<file path="config.mk">
export PLATFORM = sky130hd
export DESIGN_NAME = cqp_ctrl
export DESIGN_NICKNAME = d
export VERILOG_FILES = /design/src/sv/cqp_pkg.sv /design/src/sv/cqp_ctrl.sv
export SDC_FILE = /design/constraint.sdc
export NUM_CORES = 1
export LEC_CHECK = 0
export BUFFER_PORTS_ARGS = -buffer_cell sky130_fd_sc_hd__buf_2
export CORE_AREA = 4 4 41 43
export CTS_CLUSTER_SIZE = 28
export DETAILED_ROUTE_END_ITERATION = 10
export DIE_AREA = 0 0 45 47
export GPL_TIMING_DRIVEN = 0
export PLACE_DENSITY = 0.41
export SLEW_MARGIN = 20
export SYNTH_ARGS = -nofsm -noshare
export SYNTH_HDL_FRONTEND = slang
export SYNTH_SLANG_ARGS = --single-unit
</file>
<file path="constraint.sdc">
create_clock -name clk -period 1.4 [get_ports clk]
set_input_delay 0.28 -clock clk [delete_from_list [all_inputs] [get_ports clk]]
set_output_delay 0.28 -clock clk [all_outputs]
set_load 0.01 [all_outputs]
</file>
<file path="src/sv/cqp_pkg.sv">
// Shared types and constants for the circular queue with indexed peek.
// Depends on nothing; every other file takes names from here by scope.
package cqp_pkg;

  localparam int OP_W     = 2;
  localparam int VALUE_W  = 32;
  localparam int INDEX_W  = 10;
  localparam int COUNT_W  = 11;
  localparam int STATUS_W = 2;

  localparam logic [OP_W-1:0] OP_PUSH = 2'd0;
  localparam logic [OP_W-1:0] OP_POP  = 2'd1;
  localparam logic [OP_W-1:0] OP_PEEK = 2'd2;

  localparam logic [STATUS_W-1:0] ST_OK    = 2'd0;
  localparam logic [STATUS_W-1:0] ST_EMPTY = 2'd1;
  localparam logic [STATUS_W-1:0] ST_RANGE = 2'd2;
  localparam logic [STATUS_W-1:0] ST_FULL  = 2'd3;

  typedef enum logic [1:0] {
    S_IDLE,
    S_EXEC,
    S_READ,
    S_LOAD
  } state_t;

  // controller -> datapath
  typedef struct packed {
    logic take;     // latch the accepted item
    logic exec;     // apply the operation, launch slot read if needed
    logic capture;  // registered slot read data is valid
    logic load;     // move result into the output register
  } cmd_t;

  // datapath -> controller
  typedef struct packed {
    logic need_read;
  } sts_t;

endpackage

</file>
<file path="src/sv/cqp_ctrl.sv">
// Sequencing state machine of the circular queue: accept, execute, read, load.
// Depends on cqp_pkg for state, command and status types.
module cqp_ctrl (
  input  logic          clk,
  input  logic          rst,
  input  logic          req_valid,
  output logic          req_ready,
  output logic          rsp_valid,
  input  logic          rsp_ready,
  input  cqp_pkg::sts_t sts,
  output cqp_pkg::cmd_t cmd
);

  cqp_pkg::state_t state, state_next;
  logic            out_valid, out_valid_next;

  always_ff @(posedge clk) begin
    if (rst) begin
      state     <= cqp_pkg::S_IDLE;
      out_valid <= 1'b0;
    end else begin
      state     <= state_next;
      out_valid <= out_valid_next;
    end
  end

  always_comb begin
    state_next  = state;
    cmd         = '0;
    req_ready   = 1'b0;
    unique case (state)
      cqp_pkg::S_IDLE: begin
        req_ready = 1'b1;
        cmd.take  = req_valid;
        if (req_valid) state_next = cqp_pkg::S_EXEC;
      end
      cqp_pkg::S_EXEC: begin
        cmd.exec   = 1'b1;
        state_next = sts.need_read ? cqp_pkg::S_READ : cqp_pkg::S_LOAD;
      end
      cqp_pkg::S_READ: begin
        cmd.capture = 1'b1;
        state_next  = cqp_pkg::S_LOAD;
      end
      cqp_pkg::S_LOAD: begin
        // output register frees up in the same cycle it is taken
        cmd.load = !out_valid || rsp_ready;
        if (cmd.load) state_next = cqp_pkg::S_IDLE;
      end
      default: state_next = cqp_pkg::S_IDLE;
    endcase
  end

  always_comb begin
    if (cmd.load)       out_valid_next = 1'b1;
    else if (rsp_ready) out_valid_next = 1'b0;
    else                out_valid_next = out_valid;
  end

  assign rsp_valid = out_valid;

  a_take_exec: assert property (@(posedge clk) disable iff (rst)
    (req_valid && req_ready) |=> state == cqp_pkg::S_EXEC)
    else $error("accepted item did not enter execute");

  a_read_after_exec: assert property (@(posedge clk) disable iff (rst)
    state == cqp_pkg::S_READ |-> $past(state) == cqp_pkg::S_EXEC)
    else $error("read state not preceded by execute");

  a_load_valid: assert property (@(posedge clk) disable iff (rst)
    cmd.load |=> out_valid)
    else $error("loaded result not presented");

endmodule

</file>
==> flow_summary.rst, run 1 <==
.. list-table::
   :header-rows: 1

   * - Metric
     - Value
   * - Met2 wire length
     - 222 um
   * - Routed wire length
     - 505 um
   * - Vias/cell
     - 4.145
   * - Synthesis Warnings
     - 0
   * - Cell Area, Synth
     - 229.0 um2
   * - Number of buffers inserted during clock tree synthesis
     - 3
   * - FP Rows
     - 13
   * - Global route overflow
     - 0
   * - Synthesized area per cell
     - 8.807 um2
   * - Endpoint arrival time on the critical path
     - 1.08 ns
   * - Max Clk Rate
     - 0.7374 GHz
   * - Max Cap Viol
     - 0
   * - Antenna Cells
     - 0
   * - Clock tree root buffer cell
     - sky130_fd_sc_hd__clkbuf_4
   * - Antenna violation net count after detailed routing
     - 0
   * - CTS Hold Buffers Added
     - 0
   * - Final-report hold violation count
     - 0
   * - Remaining design rule violation count
     - 0
   * - Number of inserted filler cells in the final layout
     - 147
   * - CP peak stage delay
     - 0.38 ns
   * - Die Area
     - 2115 um2
   * - Number of ports placed on the die boundary
     - 11
   * - Cells along the critical path
     - inv_4 -> ha_4 -> and2_1 -> buf_2
   * - Growth of design area from synthesis to finish
     - 61.20%
   * - Flip-flop and latch count after synthesis
     - 3
   * - Crit path max-delay family
     - flip-flops
   * - Commonest cells after routing, fill and taps aside
     - sky130_fd_sc_hd__buf_2 (9), sky130_fd_sc_hd__nor2b_1 (3), sky130_fd_sc_hd__clkbuf_4 (3)
   * - M1 WL
     - 219 um
   * - Number of sinks on the clock net
     - 3
   * - Worst Path Buf+Inv
     - 2
   * - Number of buffers on the longest clock path
     - 2
   * - Wire length of the first global-routing pass
     - 862 um
   * - Uppermost routed layer
     - met3
   * - Max-slew headroom
     - 83.96%
   * - Element type at the critical path start
     - flop
   * - RSZ-0062 raised after global routing
     - yes
   * - Fraction of final layout cells with drive strength greater than 1
     - 55.00%
   * - DR vias
     - 228
   * - First-pass detailed-route iteration total
     - 2
   * - Routed length on met3
     - 63 um
   * - Final Wtd Congestion
     - 0.6240
   * - Static leakage power
     - 0.1705 nW
   * - Max FO, Critical Path
     - 5
   * - Gate Count Post-Synth
     - 26
   * - WP data required
     - 1.12 ns
   * - Pin count of the biggest net entering global routing
     - 6
   * - Die width
     - 45 um
   * - Commonest non-fill, non-tap cell in the layout
     - sky130_fd_sc_hd__buf_2
   * - Number of different library cells in the post-synthesis netlist
     - 15
   * - Max Slew Vio Count
     - 0
   * - Average wire per standard cell
     - 9.182 um
   * - Detailed Route Iter0 Violations
     - 2
   * - Outcome
     - completed
   * - Number of antenna violations at the first check in global routing
     - 0
   * - Worst hold path type
     - input port to flop
   * - Vert. Die Dim
     - 47 um
   * - Critical path capture point type
     - output pin
   * - Worst hold slack
     - 0.2526 ns
   * - Effective utilization at floorplan
     - 17.60%
   * - Clock slew seen by the registers of the worst setup and hold paths
     - 0.03 ns
   * - Net total in the final layout
     - 50
   * - Core ar.
     - 1301 um2
   * - Critical-path cell with the highest stage delay
     - sky130_fd_sc_hd__dfxtp_4
   * - Type of the worst setup path
     - flop to output pin
   * - Worst-Skew Late Latency
     - 0.23 ns
   * - Power density of the placed cells
     - 1643 nW/um2
   * - Final Critical Period
     - 1.356 ns
   * - Overall power of the completed layout
     - 0.6063 mW
   * - Count of buffers from port buffering
     - 10
   * - All-Layer GR Usage
     - 5.919%
   * - Worst-case clock skew
     - 0.0006455 ns
   * - Final cycle utilization of the critical path
     - 96.87%
   * - Worst IR drop on VDD
     - 659.1 uV
   * - Via count of the first global-routing pass
     - 228
   * - Estimated wirelength of the detail-placed design
     - 381.9 um
   * - Fraction of the yosys area taken by sequential cells
     - 26.23%
   * - H-tree depth
     - 1
   * - Count of final setup violators
     - 0
   * - Clock tree from TritonCTS
     - yes
   * - Slew of the pin with the lowest slew margin
     - 0.2375 ns
   * - Mapped Nets
     - 35
## path summary, 6_finish.rpt
path,slack [ns],end,depth (start not counted),from
worst min-delay path,0.25,state[0]$_SDFFE_PP0P_,2,rst
worst min register to register,0.57,rsp_valid$_SDFFE_PP0P_,2,rsp_valid$_SDFFE_PP0P_
worst max register to register,0.16,state[0]$_SDFFE_PP0P_,4,state[1]$_SDFFE_PP0P_
worst max-delay path,0.04,cmd[3],4,state[1]$_SDFFE_PP0P_
## registers in the layout, indices dropped and copies added, names as in the netlist
register	cells
rsp_valid	1
state	2
## cells by family after synthesis
family / count (synthesis) / synth area share (%)
mux: 1 / 4.372
fa+ha+maj: 4 / 21.86
simple gates: 7 / 20.77
flops: 3 / 26.23
buf+inv: 5 / 9.835
compound gates: 6 / 16.94
## metal layers
layer,global-route usage (%),vias up
li1,-,115
met1,6.803,103
met2,8.475,10
met3,5.747,0
met4,0,0
met5,0,-
## Yosys cell counts
cell                       n  share of area [%]
sky130_fd_sc_hd__nor2_1    1                1.6
sky130_fd_sc_hd__and3b_4   1                5.5
sky130_fd_sc_hd__o41ai_1   1                3.8
sky130_fd_sc_hd__ha_1      4                 22
sky130_fd_sc_hd__a21oi_1   2                4.4
sky130_fd_sc_hd__o21ai_0   1                2.2
sky130_fd_sc_hd__buf_4     1                3.3
sky130_fd_sc_hd__and2_1    1                2.7
sky130_fd_sc_hd__inv_1     4                6.6
sky130_fd_sc_hd__mux2i_1   1                4.4
sky130_fd_sc_hd__o31ai_1   1                3.3
sky130_fd_sc_hd__dfxtp_1   3                 26
sky130_fd_sc_hd__nor2b_1   3                8.2
sky130_fd_sc_hd__or3_1     1                2.7
sky130_fd_sc_hd__a21boi_0  1                3.3
## what timing repair did
item / CTS / global route
endpoints found under the hold margin: 0 / 0
gates cloned: 0 / 0
endpoints found under the setup margin: 3 / 2
buffers inserted: 1 / 0
gates resized for setup: 9 / 5
pin swaps: 0 / 1
## power by group
part           leakage (nW)  internal (mW)  switching (mW)
Clock                0.0150          0.107          0.0415
Sequential           0.0259          0.121          0.0394
Combinational         0.130          0.160           0.138
## cell type report
class	count	area [um2]	share of cell area [%]
tap	15	18.77	5.085
inverter	4	17.52	4.746
timing repair buffer	11	63.81	17.29
multi-input combinational	18	175.2	47.46
clock buffer	4	26.28	7.119
sequential	3	67.56	18.31
## through the flow
stage / setup TNS (ns) / cell area (um2) / utilization (%) / setup WS [ns] / instances
2_1_floorplan: 0 / 229.0 / - / 0.1054 / 26
3_3_place_gp: 0 / 297.8 / 22.88 / 0.03935 / 51
3_5_place_dp: 0 / 297.8 / 22.88 / 0.03918 / 51
4_1_cts: -0.003349 / 364.1 / 27.98 / -0.003349 / 56
5_1_grt: -0.02171 / 369.1 / 28.37 / -0.02171 / 55
6_report: 0 / 369.1 / 28.37 / 0.04380 / 55
No activity file was read; power rests on OpenSTA's default activity.
==> run 2: changes to the inputs <==
- PLACE_DENSITY: 0.41 -> default
- PLACE_DENSITY_LB_ADDON: default -> 0.3
==> run 2 against run 1 <==
Effect of this change: critical path depth unchanged; setup slack got worse by 0.0019 ns; utilization grew 0.96 points; largest power group unchanged; combinational power grew 12%; cell count increased by 3.6%; worst hold slack worse by 0.0035 ns; sequential cell count unchanged; register-to-register slack got worse by 0.11 ns; via count grew 5.3%.
==> flow_summary.rst, run 2 (synthesis results as in run 1) <==
.. list-table::
   :header-rows: 1

   * - Metric
     - Value
   * - Number of sinks on the clock net
     - 3 (unchanged)
   * - Estimated wirelength of the detail-placed design
     - 404.4 um (+5.9%)
   * - Met3 track utilization from global routing
     - 2.682% (-3.1 points)
   * - Global route overflow
     - 0 (unchanged)
   * - All-Layer GR Usage
     - 6.793% (+0.87 points)
   * - Die Area
     - 2115 um2 (unchanged)
   * - Number of antenna violations at the first check in global routing
     - 0 (unchanged)
   * - CP peak stage delay
     - 0.37 ns (about the same)
   * - Crit path max-delay family
     - flip-flops
   * - WP data required
     - 1.12 ns (about the same)
   * - Antenna violation net count after detailed routing
     - 0 (unchanged)
   * - Worst hold slack
     - 0.2490 ns (-0.003505 ns)
   * - Max Slew Vio Count
     - 0 (unchanged)
   * - Power density of the placed cells
     - 1689 nW/um2 (+2.8%)
   * - Reg with most FFs
     - state
   * - H-tree depth
     - 1 (unchanged)
   * - Via count of the first global-routing pass
     - 252 (+11%)
   * - Routed wire length
     - 569 um (+13%)
   * - Growth of design area from synthesis to finish
     - 66.67%
   * - Worst-case clock skew
     - 0.004024 ns (+0.003378 ns)
   * - Fraction of final layout cells with drive strength greater than 1
     - 57.14% (+2.1 points)
   * - RSZ-0062 raised after global routing
     - yes
   * - Worst-Skew Late Latency
     - 0.23 ns (about the same)
   * - Type of the worst setup path
     - flop to output pin
   * - R2R Path Start
     - state[0]$_SDFFE_PP0P_
   * - Max reg flops
     - 2 (unchanged)
   * - Summed negative setup slack over all endpoints
     - 0 ns (unchanged)
   * - Number of ports placed on the die boundary
     - 11 (unchanged)
   * - Effective utilization at floorplan
     - 17.60% (unchanged)
   * - Max-slew headroom
     - 82.96% (-1.0 points)
   * - Max Cap Viol
     - 0 (unchanged)
   * - Worst Path Buf+Inv
     - 2 (unchanged)
   * - Static leakage power
     - 0.1795 nW (+5.3%)
   * - Slew of the pin with the lowest slew margin
     - 0.2522 ns (+0.01475 ns)
   * - Max Clk Rate
     - 0.7363 GHz (-0.14%)
   * - Max FO, Critical Path
     - 5 (unchanged)
   * - Commonest cells after routing, fill and taps aside
     - sky130_fd_sc_hd__buf_2 (9), sky130_fd_sc_hd__nor2b_1 (3), sky130_fd_sc_hd__clkbuf_4 (3), sky130_fd_sc_hd__buf_4 (3)
   * - Final Critical Period
     - 1.358 ns (+0.001924 ns)
   * - Overall power of the completed layout
     - 0.6447 mW (+6.3%)
   * - Element type at the critical path start
     - flop
   * - Number of buffers on the longest clock path
     - 2 (unchanged)
   * - Detailed Route Iter0 Violations
     - 1 (-1)
   * - Critical path capture point type
     - output pin
   * - Clock slew seen by the registers of the worst setup and hold paths
     - 0.04 ns (about the same)
   * - Net total in the final layout
     - 52 (+4.0%)
   * - Critical hold path startpoint
     - rst
   * - Vert. Die Dim
     - 47 um (unchanged)
   * - Busiest grt layer
     - met2
   * - Count of final setup violators
     - 0 (unchanged)
   * - Met1 usage in global routing
     - 8.409% (+1.6 points)
   * - First-pass detailed-route iteration total
     - 2 (unchanged)
   * - Commonest non-fill, non-tap cell in the layout
     - sky130_fd_sc_hd__buf_2
   * - DR vias
     - 240 (+5.3%)
   * - Number of inserted filler cells in the final layout
     - 161 (+9.5%)
   * - Met2 GRT Util
     - 9.322% (+0.85 points)
   * - Final-report hold violation count
     - 0 (unchanged)
   * - Worst IR drop on VDD
     - 640.3 uV (-2.8%)
   * - Start point of the critical path
     - state[0]$_SDFFE_PP0P_
   * - Antenna Cells
     - 0 (unchanged)
   * - Cells along the critical path
     - inv_2 -> ha_4 -> and2_1 -> buf_2
   * - Average wire per standard cell
     - 9.982 um (+8.7%)
   * - Die width
     - 45 um (unchanged)
   * - FP Rows
     - 13 (unchanged)
   * - Wire length of the first global-routing pass
     - 1007 um (+17%)
   * - Final Wtd Congestion
     - 0.6589 (+5.6%)
   * - Number of buffers inserted during clock tree synthesis
     - 3 (unchanged)
   * - Cells after DPL
     - 51 (unchanged)
   * - Vias/cell
     - 4.211 (+1.6%)
   * - Critical-path cell with the highest stage delay
     - sky130_fd_sc_hd__dfxtp_4
   * - Core ar.
     - 1301 um2 (unchanged)
   * - Worst hold path type
     - input port to flop
   * - Clock tree root buffer cell
     - sky130_fd_sc_hd__clkbuf_4
   * - Final cycle utilization of the critical path
     - 97.01% (+0.14 points)
   * - Pin count of the biggest net entering global routing
     - 6 (unchanged)
   * - Final instance count without filler cells
     - 57 (+3.6%)
   * - Count of buffers from port buffering
     - 10 (unchanged)
   * - Remaining design rule violation count
     - 0 (unchanged)
   * - Endpoint arrival time on the critical path
     - 1.08 ns (about the same)
   * - Outcome
     - completed
   * - Clock tree from TritonCTS
     - yes
[run 2: changes by cell type in the layout (fill, tap and decap cells not counted), sizes merged]
cell  before  now
buf       11   13
[run 2: final timing paths]
path	end	slack, ns	cells after the start
max reg2reg	state[0]$_SDFFE_PP0P_	0.05	5
min	state[0]$_SDFFE_PP0P_	0.25	2
min reg2reg	state[0]$_SDFFE_PP0P_	0.53	2
max	cmd[3]	0.04	4
[run 2: cell type report]
type                    instances  area, um2  share of cell area, %
inverters                       4      15.01                  3.934
repair buffers                 13      78.83                  20.66
clock buffers                   4      26.28                  6.885
flip-flops and latches          3      67.56                  17.70
multi-input cells              18      175.2                  45.90
well taps                      15      18.77                  4.918
[run 2: repair_timing]
item,CTS,global route
hold buffers,0,0
gates cloned,0,0
hold endpoints to repair,0,0
resized for setup,11,2
endpoints found under the setup margin,3,3
pin swaps,1,1
buffers inserted,2,1
[run 2: routing by layer]
metal  part of all wire (%)  up-vias
met4                      0        0
met1                     47      107
met2                     41       11
li1                       -      122
met5                      0        -
met3                     12        0
[run 2: through the flow]
| step | utilization, % | cell area (um2) | setup slack, ns |
|---|---|---|---|
| after global placement | 22.88 | 297.8 | 0.04264 |
| after floorplan | - | 229.0 | 0.1054 |
| after global routing | 29.33 | 381.6 | -0.02557 |
| after CTS | 28.85 | 375.4 | 0.01068 |
| after detailed placement | 22.88 | 297.8 | 0.04121 |
| final | 29.33 | 381.6 | 0.04188 |
[run 2: report_power, final]
part           switching, mW  total (mW)  internal, mW
Sequential            0.0386       0.159         0.121
Clock                 0.0448       0.152         0.107
Combinational          0.155       0.334         0.179
Total                  0.238       0.645         0.407
==> run 3: changes to the inputs <==
- CTS_CLUSTER_DIAMETER: default -> 150
- clock period: 1.4 -> 1.7 ns (I/O delays scaled with it)
==> run 3 against run 2 <==
Effect of this change: sequential cell count unchanged; non-clock buffer count decreased by 2; total power decreased by 31%; register-to-register slack improved by 0.34 ns; clock skew decreased by 0.00068 ns; critical endpoint is now cmd[0]; largest cell class unchanged.
==> flow_summary.rst, run 3 (synthesis results as in run 1) <==
.. list-table::
   :header-rows: 1

   * - Metric
     - Value
   * - Net total in the final layout
     - 50 (-3.8%)
   * - Max Clk Rate
     - 0.6468 GHz
   * - Count of final setup violators
     - 0 (unchanged)
   * - Number of buffers on the longest clock path
     - 2 (unchanged)
   * - Worst Hold Endpoint
     - state[0]$_SDFFE_PP0P_
   * - Number of inserted filler cells in the final layout
     - 160 (-0.62%)
   * - All-Layer GR Usage
     - 6.477% (-0.32 points)
   * - Hold path cells
     - 2 (unchanged)
   * - Wire length of the first global-routing pass
     - 938 um (-6.9%)
   * - Max Slew Vio Count
     - 0 (unchanged)
   * - Remaining design rule violation count
     - 0 (unchanged)
   * - Static leakage power
     - 0.1681 nW (-6.4%)
   * - Critical hold path startpoint
     - rst
   * - RSZ-0062 raised after global routing
     - no
   * - Start point of the critical path
     - state[0]$_SDFFE_PP0P_
   * - Final Critical Period
     - 1.546 ns
   * - Estimated wirelength of the detail-placed design
     - 404.4 um (unchanged)
   * - Number of ports placed on the die boundary
     - 11 (unchanged)
   * - Antenna violation net count after detailed routing
     - 0 (unchanged)
   * - Number of sinks on the clock net
     - 3 (unchanged)
   * - Clock tree root buffer cell
     - sky130_fd_sc_hd__clkbuf_4
   * - R2R Path Start
     - state[0]$_SDFFE_PP0P_
   * - CTS Hold Buffers Added
     - 0 (unchanged)
   * - Max FO, Critical Path
     - 5 (unchanged)
   * - Worst IR drop on VDD
     - 475.1 uV (-26%)
   * - Routed wire length
     - 523 um (-8.1%)
   * - Via count of the first global-routing pass
     - 235 (-6.7%)
   * - Number of antenna violations at the first check in global routing
     - 0 (unchanged)
   * - Fraction of final layout cells with drive strength greater than 1
     - 42.50% (-15 points)
   * - Multi-input logic area
     - 146.4 um2 (-16%)
   * - Slew of the pin with the lowest slew margin
     - 0.2390 ns (-0.01323 ns)
   * - Element type at the critical path start
     - flop
   * - WP data required
     - 1.36 ns (+0.24 ns)
   * - Vert. Die Dim
     - 47 um (unchanged)
   * - Final Wtd Congestion
     - 0.6589 (unchanged)
   * - Number of buffers inserted during clock tree synthesis
     - 3 (unchanged)
   * - Detailed Route Iter0 Violations
     - 1 (unchanged)
   * - Reg-to-reg slack, setup
     - 0.39 ns (+0.34 ns)
   * - Die width
     - 45 um (unchanged)
   * - Clock slew seen by the registers of the worst setup and hold paths
     - 0.04 ns (about the same)
   * - Worst Reg-to-Reg Cells
     - 5 (unchanged)
   * - Effective utilization at floorplan
     - 17.60% (unchanged)
   * - Final cycle utilization of the critical path
     - 90.94%
   * - H-tree depth
     - 1 (unchanged)
   * - Vias/cell
     - 3.982 (-5.4%)
   * - Count of buffers added by post-CTS timing repair for setup
     - 0 (-2)
   * - Footprint of the flip-flops and latches
     - 62.56 um2 (-7.4%)
   * - Clock tree from TritonCTS
     - yes
   * - RR Endpoint
     - state[0]$_SDFFE_PP0P_
   * - Power density of the placed cells
     - 1358 nW/um2 (-20%)
   * - # resized after CTS
     - 0 (-11)
   * - Endpoint arrival time on the critical path
     - 1.21 ns (+0.13 ns)
   * - Type of the worst setup path
     - flop to output pin
   * - Outcome
     - completed
   * - FP Rows
     - 13 (unchanged)
   * - Antenna Cells
     - 0 (unchanged)
   * - Max Cap Viol
     - 0 (unchanged)
   * - Critical path capture point type
     - output pin
   * - Max-slew headroom
     - 83.86% (+0.89 points)
   * - Average wire per standard cell
     - 9.509 um (-4.7%)
   * - Worst hold path type
     - input port to flop
   * - Final-report hold violation count
     - 0 (unchanged)
   * - Worst-Skew Late Latency
     - 0.23 ns (about the same)
   * - Die Area
     - 2115 um2 (unchanged)
   * - Commonest non-fill, non-tap cell in the layout
     - sky130_fd_sc_hd__buf_2
   * - Count of buffers from port buffering
     - 10 (unchanged)
   * - Overall power of the completed layout
     - 0.4436 mW (-31%)
   * - First-pass detailed-route iteration total
     - 2 (unchanged)
   * - Commonest cells after routing, fill and taps aside
     - sky130_fd_sc_hd__buf_2 (10), sky130_fd_sc_hd__inv_1 (4), sky130_fd_sc_hd__ha_1 (4), sky130_fd_sc_hd__nor2b_1 (3), sky130_fd_sc_hd__clkbuf_4 (3)
   * - Core ar.
     - 1301 um2 (unchanged)
   * - Summed negative setup slack over all endpoints
     - 0 ns (unchanged)
   * - Worst-case clock skew
     - 0.003347 ns (-0.0006767 ns)
   * - Pin count of the biggest net entering global routing
     - 6 (unchanged)
   * - Reg with most FFs
     - state
   * - Growth of design area from synthesis to finish
     - 42.62%
   * - DR vias
     - 219 (-8.8%)
   * - Max reg flops
     - 2 (unchanged)
   * - Global route overflow
     - 0 (unchanged)
run 3: layout make-up:
class | instances | share of cell area, %
Tap cell | 15 | 5.747
Buffer | 1 | 2.299
Multi-Input combinational cell | 18 | 44.83
Clock buffer | 4 | 8.046
Timing Repair Buffer | 10 | 15.33
Sequential cell | 3 | 19.16
Inverter | 4 | 4.598
run 3: critical path, stage by stage, from the launching register on:
cell	delay, ns
sky130_fd_sc_hd__dfxtp_2	0.36
sky130_fd_sc_hd__ha_1	0.20
sky130_fd_sc_hd__a21boi_0	0.18
sky130_fd_sc_hd__buf_4	0.12
sky130_fd_sc_hd__buf_2	0.11
run 3: power by group:
| group | total (mW) | switching, mW | internal, mW | leakage, nW |
|---|---|---|---|---|
| clock | 0.124 | 0.0363 | 0.0879 | 0.0150 |
| sequential | 0.118 | 0.0247 | 0.0937 | 0.0253 |
| combinational | 0.201 | 0.102 | 0.0988 | 0.128 |
run 3: per-stage QoR:
stage | setup WS (ns) | area [um2] | std cells | utilization [%] | hold WS, ns
final | 0.1540 | 326.6 | 55 | 25.10 | 0.3188
after detailed placement | 0.3412 | 297.8 | 51 | 22.88 | 0.5277
after CTS | 0.08783 | 324.1 | 55 | 24.90 | 0.3154
after global placement | 0.3381 | 297.8 | 51 | 22.88 | 0.5243
after global routing | 0.05902 | 326.6 | 55 | 25.10 | 0.3334
after floorplan | 0.4054 | 229.0 | 26 | - | 0.4091
run 3: worst max path at each step:
stage / cells after the start / slack, ns / to
6_report: 4 / 0.15 / cmd[0]
5_1_grt: 4 / 0.06 / cmd[0]
4_1_cts: 4 / 0.09 / cmd[3]
3_5_place_dp: 5 / 0.34 / state[0]$_SDFFE_PP0P_
3_3_place_gp: 4 / 0.34 / cmd[0]
2_1_floorplan: 5 / 0.41 / state[0]$_SDFFE_PP0P_
run 3: per-layer routing:
| metal | GRT usage (%) | wire length [um] |
|---|---|---|
| met1 | 8.182 | 251 |
| met2 | 8.475 | 203 |
| met3 | 2.682 | 68 |
| met4 | 5.263 | 0 |
| met5 | 0 | 0 |
